## src/ssd_pkg.sv

```systemverilog
package ssd_pkg;

  localparam int unsigned DigitsPerScan = 4;
  localparam int unsigned SlotW         = $clog2(DigitsPerScan);
  localparam int unsigned ValueW        = 16;
  localparam int unsigned SegW          = 8;
  localparam int unsigned DigitW        = 4;
  localparam int unsigned SelW          = 4;

  // floor(v / 10) == (v * Recip10) >> Recip10Shift for every v below 2^18
  localparam int unsigned Recip10W     = 17;
  localparam int unsigned Recip10Shift = 19;
  localparam logic [Recip10W-1:0] Recip10 = 17'd52429;

  localparam logic [SlotW-1:0] SlotUnits     = 2'd0;
  localparam logic [SlotW-1:0] SlotTens      = 2'd1;
  localparam logic [SlotW-1:0] SlotHundreds  = 2'd2;
  localparam logic [SlotW-1:0] SlotThousands = 2'd3;

  localparam logic [SelW-1:0] SelUnits     = 4'h7;
  localparam logic [SelW-1:0] SelTens      = 4'hB;
  localparam logic [SelW-1:0] SelHundreds  = 4'hD;
  localparam logic [SelW-1:0] SelThousands = 4'hE;

  typedef struct packed {
    logic [SegW-1:0]   segment_bits;
    logic [SelW-1:0]   digit_select_n;
    logic [DigitW-1:0] digit_value;
    logic              last;
  } result_t;

  function automatic logic [SegW-1:0] seg_font(input logic [DigitW-1:0] d);
    logic [SegW-1:0] s;
    unique case (d)
      4'd0:    s = 8'heb;
      4'd1:    s = 8'h28;
      4'd2:    s = 8'hb3;
      4'd3:    s = 8'hba;
      4'd4:    s = 8'h78;
      4'd5:    s = 8'hda;
      4'd6:    s = 8'hdb;
      4'd7:    s = 8'ha8;
      4'd8:    s = 8'hfb;
      4'd9:    s = 8'hf8;
      default: s = '0;
    endcase
    return s;
  endfunction

  function automatic logic [SelW-1:0] select_word(input logic [SlotW-1:0] slot);
    logic [SelW-1:0] w;
    unique case (slot)
      SlotUnits:    w = SelUnits;
      SlotTens:     w = SelTens;
      SlotHundreds: w = SelHundreds;
      default:      w = SelThousands;
    endcase
    return w;
  endfunction

endpackage

```

## src/ssd_digit_unit.sv

```systemverilog
module ssd_digit_unit (
  input  logic [ssd_pkg::ValueW-1:0] rest_i,
  input  logic [ssd_pkg::SlotW-1:0]  slot_i,
  output logic [ssd_pkg::ValueW-1:0] quot_o,
  output ssd_pkg::result_t           result_o
);

  localparam int unsigned ProdW = ssd_pkg::ValueW + ssd_pkg::Recip10W;

  logic [ProdW-1:0]           prod;
  logic [ssd_pkg::ValueW-1:0] quot_x10;
  logic [ssd_pkg::ValueW-1:0] rem_full;
  logic [ssd_pkg::DigitW-1:0] digit;

  assign prod     = ProdW'(rest_i) * ProdW'(ssd_pkg::Recip10);
  assign quot_o   = ssd_pkg::ValueW'(prod >> ssd_pkg::Recip10Shift);
  assign quot_x10 = (quot_o << 3) + (quot_o << 1);
  assign rem_full = rest_i - quot_x10;
  assign digit    = rem_full[ssd_pkg::DigitW-1:0];

  assign result_o.segment_bits   = ssd_pkg::seg_font(digit);
  assign result_o.digit_select_n = ssd_pkg::select_word(slot_i);
  assign result_o.digit_value    = digit;
  assign result_o.last           = (slot_i == ssd_pkg::SlotThousands);

endmodule

```

## src/seven_segment_four_digit_scan.sv

```systemverilog
// Four-digit seven-segment scan driver. Each accepted value yields four
// result transfers in order units, tens, hundreds, thousands; each carries
// the segment font byte, the active-low digit select, the digit itself, and
// last on the thousands result. One digit is peeled off per cycle while the
// output is not stalled, by a constant divide-by-ten unit sitting between
// the value register and the output register, and the next value is taken
// in the same cycle that the thousands digit moves to the output register.
module seven_segment_four_digit_scan (
  input  logic                        clk_i,
  input  logic                        rst_ni,
  input  logic                        in_valid_i,
  output logic                        in_ready_o,
  input  logic [ssd_pkg::ValueW-1:0]  value_i,
  output logic                        out_valid_o,
  input  logic                        out_ready_i,
  output logic [ssd_pkg::SegW-1:0]    segment_bits_o,
  output logic [ssd_pkg::SelW-1:0]    digit_select_n_o,
  output logic [ssd_pkg::DigitW-1:0]  digit_value_o,
  output logic                        last_o
);

  logic [ssd_pkg::ValueW-1:0] rest_q, rest_d;
  logic [ssd_pkg::SlotW-1:0]  slot_q, slot_d;
  logic                       busy_q, busy_d;
  logic                       out_valid_q, out_valid_d;
  ssd_pkg::result_t           res_q, res_d;

  logic [ssd_pkg::ValueW-1:0] quot;
  ssd_pkg::result_t           res_new;
  logic                       out_load;
  logic                       scan_done;
  logic                       in_xfer;

  ssd_digit_unit u_digit (
    .rest_i   (rest_q),
    .slot_i   (slot_q),
    .quot_o   (quot),
    .result_o (res_new)
  );

  assign out_load   = busy_q && (!out_valid_q || out_ready_i);
  assign scan_done  = out_load && (slot_q == ssd_pkg::SlotThousands);
  assign in_ready_o = !busy_q || scan_done;
  assign in_xfer    = in_valid_i && in_ready_o;

  always_comb begin
    rest_d      = rest_q;
    slot_d      = slot_q;
    busy_d      = busy_q;
    out_valid_d = out_valid_q;
    res_d       = res_q;
    if (out_valid_q && out_ready_i) begin
      out_valid_d = 1'b0;
    end
    if (out_load) begin
      res_d       = res_new;
      out_valid_d = 1'b1;
      rest_d      = quot;
      slot_d      = slot_q + 1'b1;
      if (scan_done) begin
        busy_d = 1'b0;
      end
    end
    if (in_xfer) begin
      rest_d = value_i;
      slot_d = ssd_pkg::SlotUnits;
      busy_d = 1'b1;
    end
  end

  always_ff @(posedge clk_i or negedge rst_ni) begin
    if (!rst_ni) begin
      slot_q      <= ssd_pkg::SlotUnits;
      busy_q      <= 1'b0;
      out_valid_q <= 1'b0;
    end else begin
      slot_q      <= slot_d;
      busy_q      <= busy_d;
      out_valid_q <= out_valid_d;
    end
  end

  always_ff @(posedge clk_i) begin
    rest_q <= rest_d;
    res_q  <= res_d;
  end

  assign out_valid_o      = out_valid_q;
  assign segment_bits_o   = res_q.segment_bits;
  assign digit_select_n_o = res_q.digit_select_n;
  assign digit_value_o    = res_q.digit_value;
  assign last_o           = res_q.last;

  a_last_is_thousands: assert property (@(posedge clk_i) disable iff (!rst_ni)
    out_valid_o && last_o |-> digit_select_n_o == ssd_pkg::SelThousands)
    else $error("last flag on a non-thousands result");

  a_digit_decimal: assert property (@(posedge clk_i) disable iff (!rst_ni)
    out_valid_o |-> digit_value_o <= 4'd9)
    else $error("digit out of decimal range");

  a_ready_only_at_end: assert property (@(posedge clk_i) disable iff (!rst_ni)
    busy_q && in_ready_o |-> slot_q == ssd_pkg::SlotThousands)
    else $error("new value taken mid-scan");

  a_slot_idle_zero: assert property (@(posedge clk_i) disable iff (!rst_ni)
    !busy_q |-> slot_q == ssd_pkg::SlotUnits)
    else $error("scan slot left nonzero while idle");

  a_scan_order: assert property (@(posedge clk_i) disable iff (!rst_ni)
    out_load && slot_q != ssd_pkg::SlotThousands |=> busy_q)
    else $error("scan ended early");

endmodule
```

## config.mk

```make
export PLATFORM = sky130hd
export DESIGN_NAME = seven_segment_four_digit_scan
export DESIGN_NICKNAME = d
export VERILOG_FILES = /design/src/ssd_pkg.sv /design/src/ssd_digit_unit.sv /design/src/seven_segment_four_digit_scan.sv
export SDC_FILE = /design/constraint.sdc
export NUM_CORES = 1
export LEC_CHECK = 0
export ABC_AREA = 1
export BUFFER_PORTS_ARGS = -buffer_cell sky130_fd_sc_hd__buf_2
export CAP_MARGIN = 20
export CORE_ASPECT_RATIO = 1.5
export CORE_MARGIN = 4
export CORE_UTILIZATION = 55
export CTS_CLUSTER_SIZE = 16
export DETAILED_ROUTE_END_ITERATION = 16
export GPL_TIMING_DRIVEN = 0
export PLACE_DENSITY = 0.73
export SYNTH_ARGS = -nofsm -noshare
export SYNTH_HDL_FRONTEND = slang
export SYNTH_SLANG_ARGS = --single-unit
```

## constraint.sdc

```tcl
create_clock -name clk_i -period 7.1 [get_ports clk_i]
set_input_delay 1.42 -clock clk_i [delete_from_list [all_inputs] [get_ports clk_i]]
set_output_delay 1.42 -clock clk_i [all_outputs]
set_load 0.01 [all_outputs]
```

# Word-level counts from Yosys, hierarchy flattened
# Memories as Yosys holds them, arrays and structs flattened. A register that Yosys moved wholly into a read port is not among the register bits.
# Index checks and enable logic that the tools add are counted.
# Widths: inputs -> output; s select.
# op_classes
n_eq_ne,3
reduce_logical,13
mux,10
multipliers,1
addsub,3
# ops
operator,n
$mul 16x16->32 const B,1
$mux 16,2
$pmux 4 s3,1
$reduce_bool 2->1,3
$mux 1,5
$add 4x4->4,1
$eq 2x2->1 const B,2
$logic_and 1x1->1,4
$mux 2,2
$sub 4x4->4,1
$add 2x1->2 const B,1
$eq 2x1->1 const B,1
$logic_not 1->1,2
$logic_not 2->1,1
$logic_or 1x1->1,2
$reduce_and 2->1,1
# totals
regBits,37
out_inout_bits,19
wordCells,39
inputBits,20
mem_count,1
mem_bits_ro,112
# mem_list
memory,words,word_bits,read_ports,rd_clocked_by_memory_dff,wr,line,source
(name not given),16,7,1,1,0,ssd_pkg.sv:34,unique case (d)

# Longest topological paths before layout
# Gate-level depths: netlist (run 1).
# depth
ltp_word,8
mapped_depth,29
depth_no_buf,29

# Cells and area by module
# A second synthesis (run 1) with hierarchy kept.
# hier_totals
hier_cells,754
hier_area_um2,6732.7
# modules_own_cells
module,area_per_inst_um2,seq_area_each_um2,cells_each,n_inst
ssd_digit_unit,5278.8,0.0,642,1
seven_segment_four_digit_scan,1453.9,1091.0,112,1

# Worst setup path before layout (run 1)
# No wires, ideal clock.
# synth_path
path_type,reg2reg
start,register rest_q[1] in the netlist's numbering
end,"register, netlist name segment_bits_o[7]"
required_ns,6.968
setup_time_ns,0.132
path_buffers,0
path_stages_with_launch,26
period_less_slack_ns,5.769
arrival_time_ns,5.637
setup_slack_ns,1.331
path_cell_list,edfxtp_1 ha_1 xor2_1 ha_1 a21o_1 fa_1 fa_1 fa_1 inv_1 fa_1 inv_1 ha_1 a21oi_1 o21ai_0 nor2_1 nand2_1 xor2_1 ha_1 inv_1 or2_2 nand2_1 inv_1 or2_2 o21ai_0 nand2_1 nand2_1
# synth_lines
item,line,source
"start, declared",seven_segment_four_digit_scan.sv:22,"logic [ssd_pkg::ValueW-1:0] rest_q, rest_d;"
"start signal, assigned",seven_segment_four_digit_scan.sv:84,rest_q <= rest_d;

==> qor.yml, run 1 <==
status: "completed"
netlist_instances: 787
synth.distinct_cells: 36
grt_setup_unrepaired: "no"
layout.nets: 1075
finClkSkew_ps: 6.81
core.rowCount: 49
clockBufferDepth: 2
syn_avg_cell_area_sq_um: 8.63
ys_ff_latch: 36
crit_arrival_ps: 6730
path_max_fanout: 5
drc_errors: 0
cts_tree: "yes"
syn_to_final_growth_pct: 8.01
cap_viol_max_count: 0
fmax_ghz: 0.152
critical_path_required_ps: 7260
chipWidth_um: 98.7
slowest_stage: "fa_1"
start_util_pct: 56.5
htreeDepth: 2
antennaDiodeCount: 0
gp_congestion: 0.962
hold_viol: 0
drt_iter0_drc: 192
cp_top_family: "adder cells"
grt_pass1_wl_um: 28400
hold_class: "reg -> reg"
ant_nets: 0
final_max_slew_viol_count: 0
critPathBufInv: 6
vias: 5248
grt_overflow: 0
clock_sinks: 36
grt_usage_pct: 26.0
synth_area_sq_um: 6790
multi_input_area_sq_um: 4920
setup.worst_path.class: "reg -> reg"
fin_crit_sh_pct: 92.5
drt-total-wl_um: 17400
portBuffers: 37
async_flop_share_pct: 11.1
grt_max_degree: 19
hpwl_um: 15500
clockRootBuffer: "clkbuf_16"
fillers: 1138
synthFlopType: "edfxtp_1"
fin_tns_setup_ps: 0
dieArea_sq_um: 14200
cts_hold_buf: 0
critPathLaunchType: "register"
routedWlPerCell_um: 17.6
postCtsResizedCells: 0
synth_edf_count: 32
cts_setup_buffers: 0
setup_violations: 0
ys_seq_area_share_pct: 15.6
first_pass_iters: 5
slew_headroom_pct: 39.5
grt_pass1_vias: 5896
numCtsBuffers: 5
clk_latency_ps: 290
crit_top_cell: "inv_1"
viasPerCell: 5.33
antenna_found_initial: 0
io-pin-count: 39
core_area_sq_um: 12000
synth_warnings: 0
worst_slew_pin_slew_ps: 905
drive_above_1_share_pct: 8.05
fin_crit_ps: 6570
regArea_sq_um: 1060
die_h_um: 144
clkTransAtPathRegs_ps: 60
critPathMaxStageDelay_ps: 570
cp-end-kind: "register"
postSynthNetCount: 1031
-- worst min-delay path, delay by kind of cell (launching register included) --
family                 cells  cell delay, ps
AND/OR/NAND/NOR            1              60
flip-flops                 1             350
buffers and inverters      1              60
-- synthesized netlist by cell type, drive strengths merged, types with 3 or more instances --
master / number / area, sq um
nand3: 35 / 195
inv: 210 / 788
o21ai: 21 / 105
xnor2: 4 / 35.0
nand2: 138 / 543
xor2: 5 / 43.8
nand4: 8 / 50.1
ha: 144 / 1800
o21bai: 4 / 30.0
edfxtp: 32 / 961
a21o: 3 / 22.5
a21oi: 31 / 159
nor2: 41 / 161
dfrtp: 4 / 100
or2: 6 / 37.5
fa: 80 / 1600
a21boi: 3 / 22.5
nor3: 4 / 20.0
-- stage by stage --
step / cells / utilization (%) / hold WS (ps) / instance area [sq um] / worst slack (ps)
2_1_floorplan: 787 / - / 447 / 6790 / 1330
3_3_place_gp: 977 / 59.7 / 466 / 7170 / 646
3_5_place_dp: 977 / 59.7 / 487 / 7170 / 544
4_1_cts: 985 / 61.0 / 501 / 7340 / 517
5_1_grt: 985 / 61.0 / 531 / 7340 / 179
6_report: 985 / 61.0 / 501 / 7340 / 529
-- layout by cell type (no fill, tap or decap), types with 2 or more instances in the layout --
cell,count
o21bai_1,4
nand3_1,31
nand2_1,130
nand4_1,8
nand3_2,4
ha_1,144
nor3_1,4
xnor2_1,4
nand2_2,7
fa_1,80
dfrtp_1,4
inv_1,210
a21o_1,3
a31oi_1,2
buf_2,37
nor2_1,40
a21boi_0,3
xor2_1,5
clkbuf_16,5
a21oi_1,30
o21ai_0,20
or2_2,6
edfxtp_1,32
clkbuf_1,2
-- logic make-up (layout without fill, tap and decap cells) --
family | count (synthesis) | after routing | synth area share, %
other | 1 | 1 | 0.0552
AND/OR/NAND/NOR | 235 | 235 | 15.3
adder cells (fa/ha/maj) | 224 | 224 | 50.1
buffers and inverters | 214 | 259 | 11.9
XOR/XNOR | 10 | 10 | 1.49
flip-flops | 36 | 36 | 15.6
AO/OA/AOI/OAI | 67 | 67 | 5.53
-- routing by layer --
| layer | vias to the layer above | share of wire, % | global-route usage, % |
|---|---|---|---|
| met5 | - | 0 | 0 |
| li1 | 2548 | - | - |
| met3 | 72 | 3.9 | 2.56 |
| met2 | 168 | 53 | 49.2 |
| met1 | 2460 | 35 | 26.8 |
| met4 | 0 | 7.2 | 17.2 |
-- flip-flops by register name, indices dropped and copies added, names as in the netlist --
register          flops
digit_value_o         4
busy_q                1
segment_bits_o        7
out_valid_o           1
rest_q               16
digit_select_n_o      4
last_o                1
slot_q                2
-- path summary, 6_finish.rpt --
check | from | slack [ps] | depth (start not counted) | to
setup / recovery | rest_q[6] | 530 | 25 | segment_bits_o[7]
hold / removal | busy_q | 500 | 2 | out_valid_o
setup reg to reg | rest_q[6] | 530 | 25 | segment_bits_o[7]
hold reg to reg | busy_q | 500 | 2 | out_valid_o
max in group asynchronous | rst_ni | 6050 | 1 | busy_q
min in group asynchronous | rst_ni | 930 | 1 | slot_q[1]
-- cell type report --
| cell class | instances | area share (%) |
|---|---|---|
| Tap cell | 153 | 2.61 |
| Inverter | 211 | 10.8 |
| Clock buffer | 5 | 1.71 |
| Buffer | 3 | 0.205 |
| Clock inverter | 3 | 0.580 |
| Timing Repair Buffer | 37 | 2.52 |
| Sequential cell | 36 | 14.5 |
| Multi-Input combinational cell | 537 | 67.1 |
Power of run 1 is not shown: default switching activity piles up to over one toggle a cycle in this logic, so the estimate is an artifact.
==> inputs of run 2 (changes only) <==
--- a/config.mk
+++ b/config.mk
@@ -10,5 +10,4 @@
 export CAP_MARGIN = 20
 export CORE_ASPECT_RATIO = 1.5
-export CORE_MARGIN = 4
 export CORE_UTILIZATION = 55
 export CTS_CLUSTER_SIZE = 16
==> constraint.sdc (replaced) <==
create_clock -name clk_i -period 7.1 [get_ports clk_i]
set_input_delay 1.42 -clock clk_i [delete_from_list [all_inputs] [get_ports clk_i]]
set_output_delay 1.42 -clock clk_i [all_outputs]
set_load 0.005 [all_outputs]
==> run 2 against run 1 <==
Clock skew fell by 1.5 ps. Register-to-register slack got worse by 60 ps. Final area fell by 0.39%. Critical path depth did not move. Maximum frequency fell by 0.93%. Count of clock-buffer cells in the layout did not move.
==> qor.yml, run 2 (synthesis gave the netlist of run 1 again) <==
status: "completed"  # unchanged
grt_pass1_wl_um: 28100  # was 28400 um
cp-end-kind: "register"  # unchanged
hpwl_um: 15300  # was 15500 um
grt_pass1_vias: 5892  # was 5896
critPathLaunchType: "register"  # unchanged
final_util_pct: 60.8  # was 61.0%
portBuffers: 37  # unchanged
gp_congestion: 1.00  # was 0.962
drt-total-wl_um: 17200  # was 17400 um
final_max_slew_viol_count: 0  # unchanged
most-common-layout-cells: "inv_1 (210), ha_1 (144), nand2_1 (130)"  # unchanged
vias: 5289  # was 5248
hold_viol: 0  # unchanged
antenna_found_initial: 0  # unchanged
hold_class: "reg -> reg"  # unchanged
antennaDiodeCount: 0  # unchanged
first_pass_iters: 7  # was 5
path_max_fanout: 6  # was 5
core.rowCount: 49  # unchanged
clkTransAtPathRegs_ps: 60  # about the same
numCtsBuffers: 5  # unchanged
clockRootBuffer: "clkbuf_16"  # unchanged
setup.worst_path.class: "reg -> reg"  # unchanged
grt_overflow: 0  # unchanged
grt_usage_pct: 29.1  # was 26.0%
io-pin-count: 39  # unchanged
layout.nets: 1075  # unchanged
fmax_ghz: 0.151  # was 0.152 GHz
postCtsResizedCells: 0  # unchanged
clock_sinks: 36  # unchanged
clockBufferDepth: 2  # unchanged
whs_ps: 487  # was 501 ps
largest_register_ffs: 16  # unchanged
cts_setup_buffers: 0  # unchanged
cap_viol_max_count: 0  # unchanged
syn_to_final_growth_pct: 7.59  # was 8.01%
viasPerCell: 5.37  # was 5.33
fin_tns_setup_ps: 0  # unchanged
routedWlPerCell_um: 17.4  # was 17.6 um
htreeDepth: 2  # unchanged
core_area_sq_um: 12000  # unchanged
start_util_pct: 56.5  # unchanged
fin_crit_sh_pct: 93.4  # was 92.5%
cts_hold_buf: 0  # unchanged
drc_errors: 0  # unchanged
chipWidth_um: 92.7  # was 98.7 um
grt_setup_unrepaired: "no"  # unchanged
drt_iter0_drc: 186  # was 192
critical_path_required_ps: 7260  # about the same
grt_max_degree: 19  # unchanged
slew_headroom_pct: 43.7  # was 39.5%
setup_violations: 0  # unchanged
worst_slew_pin_slew_ps: 842  # was 905 ps
mostFrequentLayoutCell: "inv_1"  # unchanged
crit_arrival_ps: 6800  # was 6730 ps
drive_above_1_share_pct: 7.93  # was 8.05%
dieArea_sq_um: 12800  # was 14200 sq um
ant_nets: 0  # unchanged
finClkSkew_ps: 5.31  # was 6.81 ps
cts_tree: "yes"  # unchanged
fin_crit_ps: 6630  # was 6570 ps
largest_register: "rest_q"  # unchanged
clk_latency_ps: 290  # about the same
die_h_um: 138  # was 144 um
-- run 2: changes by cell type in the layout (fill, tap and decap cells not counted) --
cell	delta
bufinv_16	-1
clkinv_1	+1
clkinv_2	+1
clkinvlp_4	-1
-- run 2: critical path, stage by stage, from the launching register on --
cell and delay [ps]:
edfxtp_1 580, ha_1 480, inv_1 80, fa_1 510, inv_1 50, fa_1 460, fa_1 530, fa_1 550
inv_1 60, fa_1 560, inv_1 50, ha_1 320, a21oi_1 190, o21ai_0 130, nor2_1 240, nand2_1 100
xor2_1 160, ha_1 300, inv_1 50, or2_2 270, nand2_1 160, inv_1 130, or2_2 310, o21ai_0 90
nand2_1 70, nand2_1 50
-- run 2: layout make-up --
class                   count  area (sq um)
well taps                 153           191
multi-input cells         537          4920
inverters                 211           792
fillers                  1082          4710
clock buffers               5           125
flip-flops and latches     36          1060
plain buffers               3          15.0
repair buffers             37           185
clock inverters             3          13.8
-- run 2: final timing paths --
path	depth (start not counted)	start	end	slack [ps]
setup reg to reg	25	rest_q[2]	segment_bits_o[7]	470
setup / recovery	25	rest_q[2]	segment_bits_o[7]	470
max in group asynchronous	1	rst_ni	out_valid_o	6060
hold / removal	2	busy_q	out_valid_o	490
min in group asynchronous	1	rst_ni	slot_q[1]	920
hold reg to reg	2	busy_q	out_valid_o	490
-- run 2: stage by stage --
stage / instance area, sq um / setup WS, ps / instances
after floorplan: 6790 / 1330 / 787
after global placement: 7170 / 577 / 977
after detailed placement: 7170 / 504 / 977
after CTS: 7310 / 484 / 985
after global routing: 7310 / 176 / 985
final: 7310 / 468 / 985
-- run 2: layer usage --
layer	track usage, %	part of all wire [%]	vias to the layer above
met2	55.6	56	167
met1	29.8	35	2518
met3	2.75	3.5	62
li1	-	-	2542
met5	0	0	-
met4	17.1	6.1	0
Power of run 2 is left out for the same reason.
